### src/rtl/core/mips_subset_core_unit_defines.svh
// Assertion macros used by the back part of the core (msc_back).
`ifndef MIPS_SUBSET_CORE_UNIT_DEFINES_SVH
`define MIPS_SUBSET_CORE_UNIT_DEFINES_SVH
// Implication checked at every edge outside reset.
`define MSC_ASSERT_IMPL(label, clk, rst, cond, expr, msg) \
   label: assert property (@(posedge clk) disable iff (rst) (cond) |-> (expr)) else $error(msg);
// Next-cycle implication checked outside reset.
`define MSC_ASSERT_NEXT(label, clk, rst, cond, expr, msg) \
   label: assert property (@(posedge clk) disable iff (rst) (cond) |=> (expr)) else $error(msg);
`endif

### src/rtl/core/msc_pkg.sv
package msc_pkg;
   localparam int MEM_WORDS = 1024;
   localparam int MEM_AW = $clog2(MEM_WORDS);
   localparam int LC_W = MEM_AW + 1;

   localparam logic [1:0] ST_OK      = 2'd0;
   localparam logic [1:0] ST_ILLEGAL = 2'd1;
   localparam logic [1:0] ST_OVF     = 2'd2;
   localparam logic [1:0] ST_MEM     = 2'd3;

   localparam logic [5:0] OP_RTYPE = 6'h00;
   localparam logic [5:0] OP_J     = 6'h02;
   localparam logic [5:0] OP_JAL   = 6'h03;
   localparam logic [5:0] OP_BEQ   = 6'h04;
   localparam logic [5:0] OP_BNE   = 6'h05;
   localparam logic [5:0] OP_ADDI  = 6'h08;
   localparam logic [5:0] OP_ADDIU = 6'h09;
   localparam logic [5:0] OP_SLTI  = 6'h0A;
   localparam logic [5:0] OP_SLTIU = 6'h0B;
   localparam logic [5:0] OP_ANDI  = 6'h0C;
   localparam logic [5:0] OP_ORI   = 6'h0D;
   localparam logic [5:0] OP_LUI   = 6'h0F;
   localparam logic [5:0] OP_LW    = 6'h23;
   localparam logic [5:0] OP_LBU   = 6'h24;
   localparam logic [5:0] OP_LHU   = 6'h25;
   localparam logic [5:0] OP_SB    = 6'h28;
   localparam logic [5:0] OP_SH    = 6'h29;
   localparam logic [5:0] OP_SW    = 6'h2B;

   localparam logic [5:0] FN_SLL  = 6'h00;
   localparam logic [5:0] FN_SRL  = 6'h02;
   localparam logic [5:0] FN_SRA  = 6'h03;
   localparam logic [5:0] FN_JR   = 6'h08;
   localparam logic [5:0] FN_ADD  = 6'h20;
   localparam logic [5:0] FN_ADDU = 6'h21;
   localparam logic [5:0] FN_SUB  = 6'h22;
   localparam logic [5:0] FN_SUBU = 6'h23;
   localparam logic [5:0] FN_AND  = 6'h24;
   localparam logic [5:0] FN_OR   = 6'h25;
   localparam logic [5:0] FN_NOR  = 6'h27;
   localparam logic [5:0] FN_SLT  = 6'h2A;
   localparam logic [5:0] FN_SLTU = 6'h2B;

   // One classified item passed from the front to the back part.
   typedef struct packed {
      logic        exec;
      logic [31:0] word;
   } cmd_type;

   localparam int CMD_W = $bits(cmd_type);
endpackage

### src/rtl/core/msc_front.sv
module msc_front (
   input  logic             clock,
   input  logic             reset,
   input  logic             req_push,
   output logic             req_full,
   input  logic             req_func,
   input  logic [31:0]      req_word,
   output msc_pkg::cmd_type cmd_data,
   output logic             cmd_valid,
   input  logic             cmd_take
);
   import msc_pkg::*;

   // Two-entry queue between the input and the execute engine.
   cmd_type    slot_ff [2];
   cmd_type    slot_in;
   logic       wr_ptr_ff, wr_ptr_in, rd_ptr_ff, rd_ptr_in;
   logic [1:0] count_ff, count_in;
   logic       push_ok, pop_ok;

   assign req_full  = (count_ff == 2'd2);
   assign push_ok   = req_push && !req_full;
   assign cmd_valid = (count_ff != 2'd0);
   assign pop_ok    = cmd_take && cmd_valid;
   assign cmd_data  = slot_ff[rd_ptr_ff];

   always_comb begin
      slot_in.exec = req_func;
      slot_in.word = req_word;
      wr_ptr_in    = wr_ptr_ff ^ push_ok;
      rd_ptr_in    = rd_ptr_ff ^ pop_ok;
      count_in     = count_ff + {1'b0, push_ok} - {1'b0, pop_ok};
   end

   always_ff @(posedge clock) begin
      if (push_ok) begin
         slot_ff[wr_ptr_ff] <= slot_in;
      end
   end

   always_ff @(posedge clock) begin
      if (reset) begin
         wr_ptr_ff <= 1'b0;
         rd_ptr_ff <= 1'b0;
         count_ff  <= 2'd0;
      end else begin
         wr_ptr_ff <= wr_ptr_in;
         rd_ptr_ff <= rd_ptr_in;
         count_ff  <= count_in;
      end
   end
endmodule

### config.mk
export PLATFORM = sky130hd
export DESIGN_NAME = msc_front
export DESIGN_NICKNAME = d
export VERILOG_FILES = /design/src/rtl/core/mips_subset_core_unit_defines.svh /design/src/rtl/core/msc_pkg.sv /design/src/rtl/core/msc_front.sv
export SDC_FILE = /design/constraint.sdc
export NUM_CORES = 1
export LEC_CHECK = 0
export ABC_CLOCK_PERIOD_IN_PS = 2500
export BUFFER_PORTS_ARGS = -buffer_cell sky130_fd_sc_hd__buf_4
export CAP_MARGIN = 20
export CORE_MARGIN = 5
export CORE_UTILIZATION = 51
export DETAILED_ROUTE_END_ITERATION = 7
export GPL_TIMING_DRIVEN = 1
export PLACE_DENSITY_LB_ADDON = 0.3
export SLEW_MARGIN = 20
export SYNTH_ARGS = -nofsm -noshare
export SYNTH_HDL_FRONTEND = slang
export SYNTH_SLANG_ARGS = --single-unit
export TNS_END_PERCENT = 1
### constraint.sdc
create_clock -name clock -period 2.5 [get_ports clock]
set_input_delay 0.5 -clock clock [delete_from_list [all_inputs] [get_ports clock]]
set_output_delay 0.5 -clock clock [all_outputs]
set_load 0.03 [all_outputs]
==> flow_summary.ini <==
[run_status]
status = complete, no violations

[timing]
fmax_mhz = 463
hold_ws_ps = 358
fin_crit_sh = 0.864
finClkSkew_ps = 6.54
worst_pin_slew_ps = 377
fin_setup_tns_ps = 0
finalSetupViolCount = 0
relSlewSlack = 0.748
hold_viol_final = 0
finalCriticalPeriod_ps = 2160
rsz0062_at_grt = no
drv_slew = 0

[route]
dr.pass1.iters = 3
vias = 1352
wl_um = 4440
drc_errors = 0
drtIter0Drc = 53
avgRoutedWirePerCell_um = 15.6
via_per_inst = 4.76
ant_nets = 0

[clocking]
htreeDepth = 3
cts_resized = 0
cts_buffers = 9
cts.path.max_buffers = 2
cts_tree = built
clock-sinks = 70
holdBufCountCts = 0
clk_latency_ps = 320
cts_root_buffer = clkbuf_8
clkTransAtPathRegs_ps = 70
post_cts_buffers = 0

[floorplan]
fp.dieH_um = 81.9
die-area_um2 = 6710
die_x_um = 81.9
io-pin-count = 72
start_util = 0.520
core_um2 = 5070
rows = 26

[placement]
io_buffers = 71
gp_congestion = 0.628
dp_cells = 268
dpl.hpwl_um = 3110

[grt]
grt_start_max_net_pins = 29
antenna_found_initial = 0
grt_pass1_vias = 1534
grt_util_all_layers = 0.144
grt_overflow_total = 0
grt_first_pass_wirelength_um = 6870

[power]
power_uw = 3440
p_leak_uw = 0.00133
ir_worst_vdd_v = 0.000563
power_density_nw_per_um2 = 1010

[synth]
synth_top_area_cell = edfxtp_1
syn_nets = 167
yosys.area.top_type_share = 0.751
ys_seq_area_frac = 0.781
synth-seq-cells = 70
syn_inst = 126
synthTopCellsByArea = edfxtp_1 75%, mux2_2 14%, dfxtp_1 3.0%
synth_cell_type_count = 16
yosys_warnings = 0
syn-mean-instance-area_um2 = 20.9
synth_area_um2 = 2640

[cells_and_area]
areaGrowthSynthToFinish_pct = 29.5
utilization = 0.673
drive_gt1_frac = 0.584
instances_no_fill = 284
nNetsFinal = 250
antenna_cells = 0
fillers = 388

[hold_path]
hold_path_class = input port to flip-flop

[critical_path]
cp.arrival_ps = 1660
startpoint_type = flip-flop
worstPathMaxFanout = 28
crit_type = flip-flop to output pin
crit_path_end_kind = output pin
required_ps = 2000

[job]
cap_violations = 0
-- layout by cell type, fill, tap and decap left out, types with 2 or more instances in the layout --
cell type  count
nor2_1         3
mux2_4         2
edfxtp_1      66
nor2b_1        2
buf_4         75
ha_1           4
dfxtp_1        4
clkinv_2       5
clkbuf_8       9
inv_1          3
mux2_2        32
-- power breakdown --
| group | internal, uW | switching [uW] |
|---|---|---|
| Clock | 348 | 373 |
| Sequential | 1490 | 62.2 |
| Combinational | 512 | 660 |
-- path summary, 6_finish.rpt --
check	from	to	slack, ps	cells after the start
worst max-delay path	rd_ptr_ff$_SDFF_PP0_	cmd_data[6]	340	3
worst min register to register	wr_ptr_ff$_SDFF_PP0_	wr_ptr_ff$_SDFF_PP0_	570	3
worst max register to register	count_ff[0]$_SDFF_PP0_	slot_ff[0][29]$_DFFE_PP_	1000	4
worst min-delay path	req_word[6]	slot_ff[0][6]$_DFFE_PP_	360	1
-- cells in the mapped netlist --
cell	count
inv_1	3
mux2_2	32
edfxtp_1	66
ha_1	4
nor2_1	3
nor2b_1	2
xnor3_1	1
dfxtp_1	4
buf_6	3
buf_8	1
nand2_1	1
mux2_4	2
o21a_1	1
and2_1	1
or2_2	1
nand2b_1	1
-- registers in the layout (all words and copies together) (netlist names) --
name / cells
slot_ff: 66
count_ff: 2
rd_ptr_ff: 1
wr_ptr_ff: 1
-- through the flow --
stage          worst slack [ps]  area [um^2]
6_report                    339         3420
5_1_grt                     241         3420
4_1_cts                     303         3420
3_5_place_dp                671         3260
3_3_place_gp                710         3260
2_1_floorplan               619         2640
-- layout make-up --
cell class / count / area, um^2 / share of cell area
Clock buffer: 10 / 128 / 0.0373
Timing Repair Buffer: 76 / 583 / 0.171
Inverter: 3 / 11.3 / 0.00330
Clock inverter: 6 / 28.8 / 0.00842
Multi-Input combinational cell: 49 / 517 / 0.151
Tap cell: 70 / 87.6 / 0.0256
Sequential cell: 70 / 2060 / 0.603
-- cells by family (layout without fill, tap and decap cells) --
group / after synthesis / count (layout) / share of synthesized area
AO/OA/AOI/OAI: 1 / 1 / 0.00285
XOR/XNOR: 1 / 1 / 0.00853
adder cells (fa/ha/maj): 4 / 4 / 0.0190
buffers and inverters: 7 / 95 / 0.0228
flip-flops: 70 / 70 / 0.781
multiplexers: 34 / 34 / 0.148
AND/OR/NAND/NOR: 9 / 9 / 0.0175
-- worst max-delay path, cell delays in order, from the launching register on --
cell	delay (ps)
dfxtp_1	550
buf_12	250
mux2_2	360
buf_4	170
-- routing by layer --
| layer | wire (um) | GRT usage | up-vias |
|---|---|---|---|
| li1 | - | - | 649 |
| met2 | 2660 | 0.275 | 37 |
| met1 | 1450 | 0.139 | 657 |
| met3 | 268 | 0.0417 | 9 |
| met4 | 63 | 0.0648 | 0 |
| met5 | 0 | 0 | - |
(Power assumes the default switching activity.)
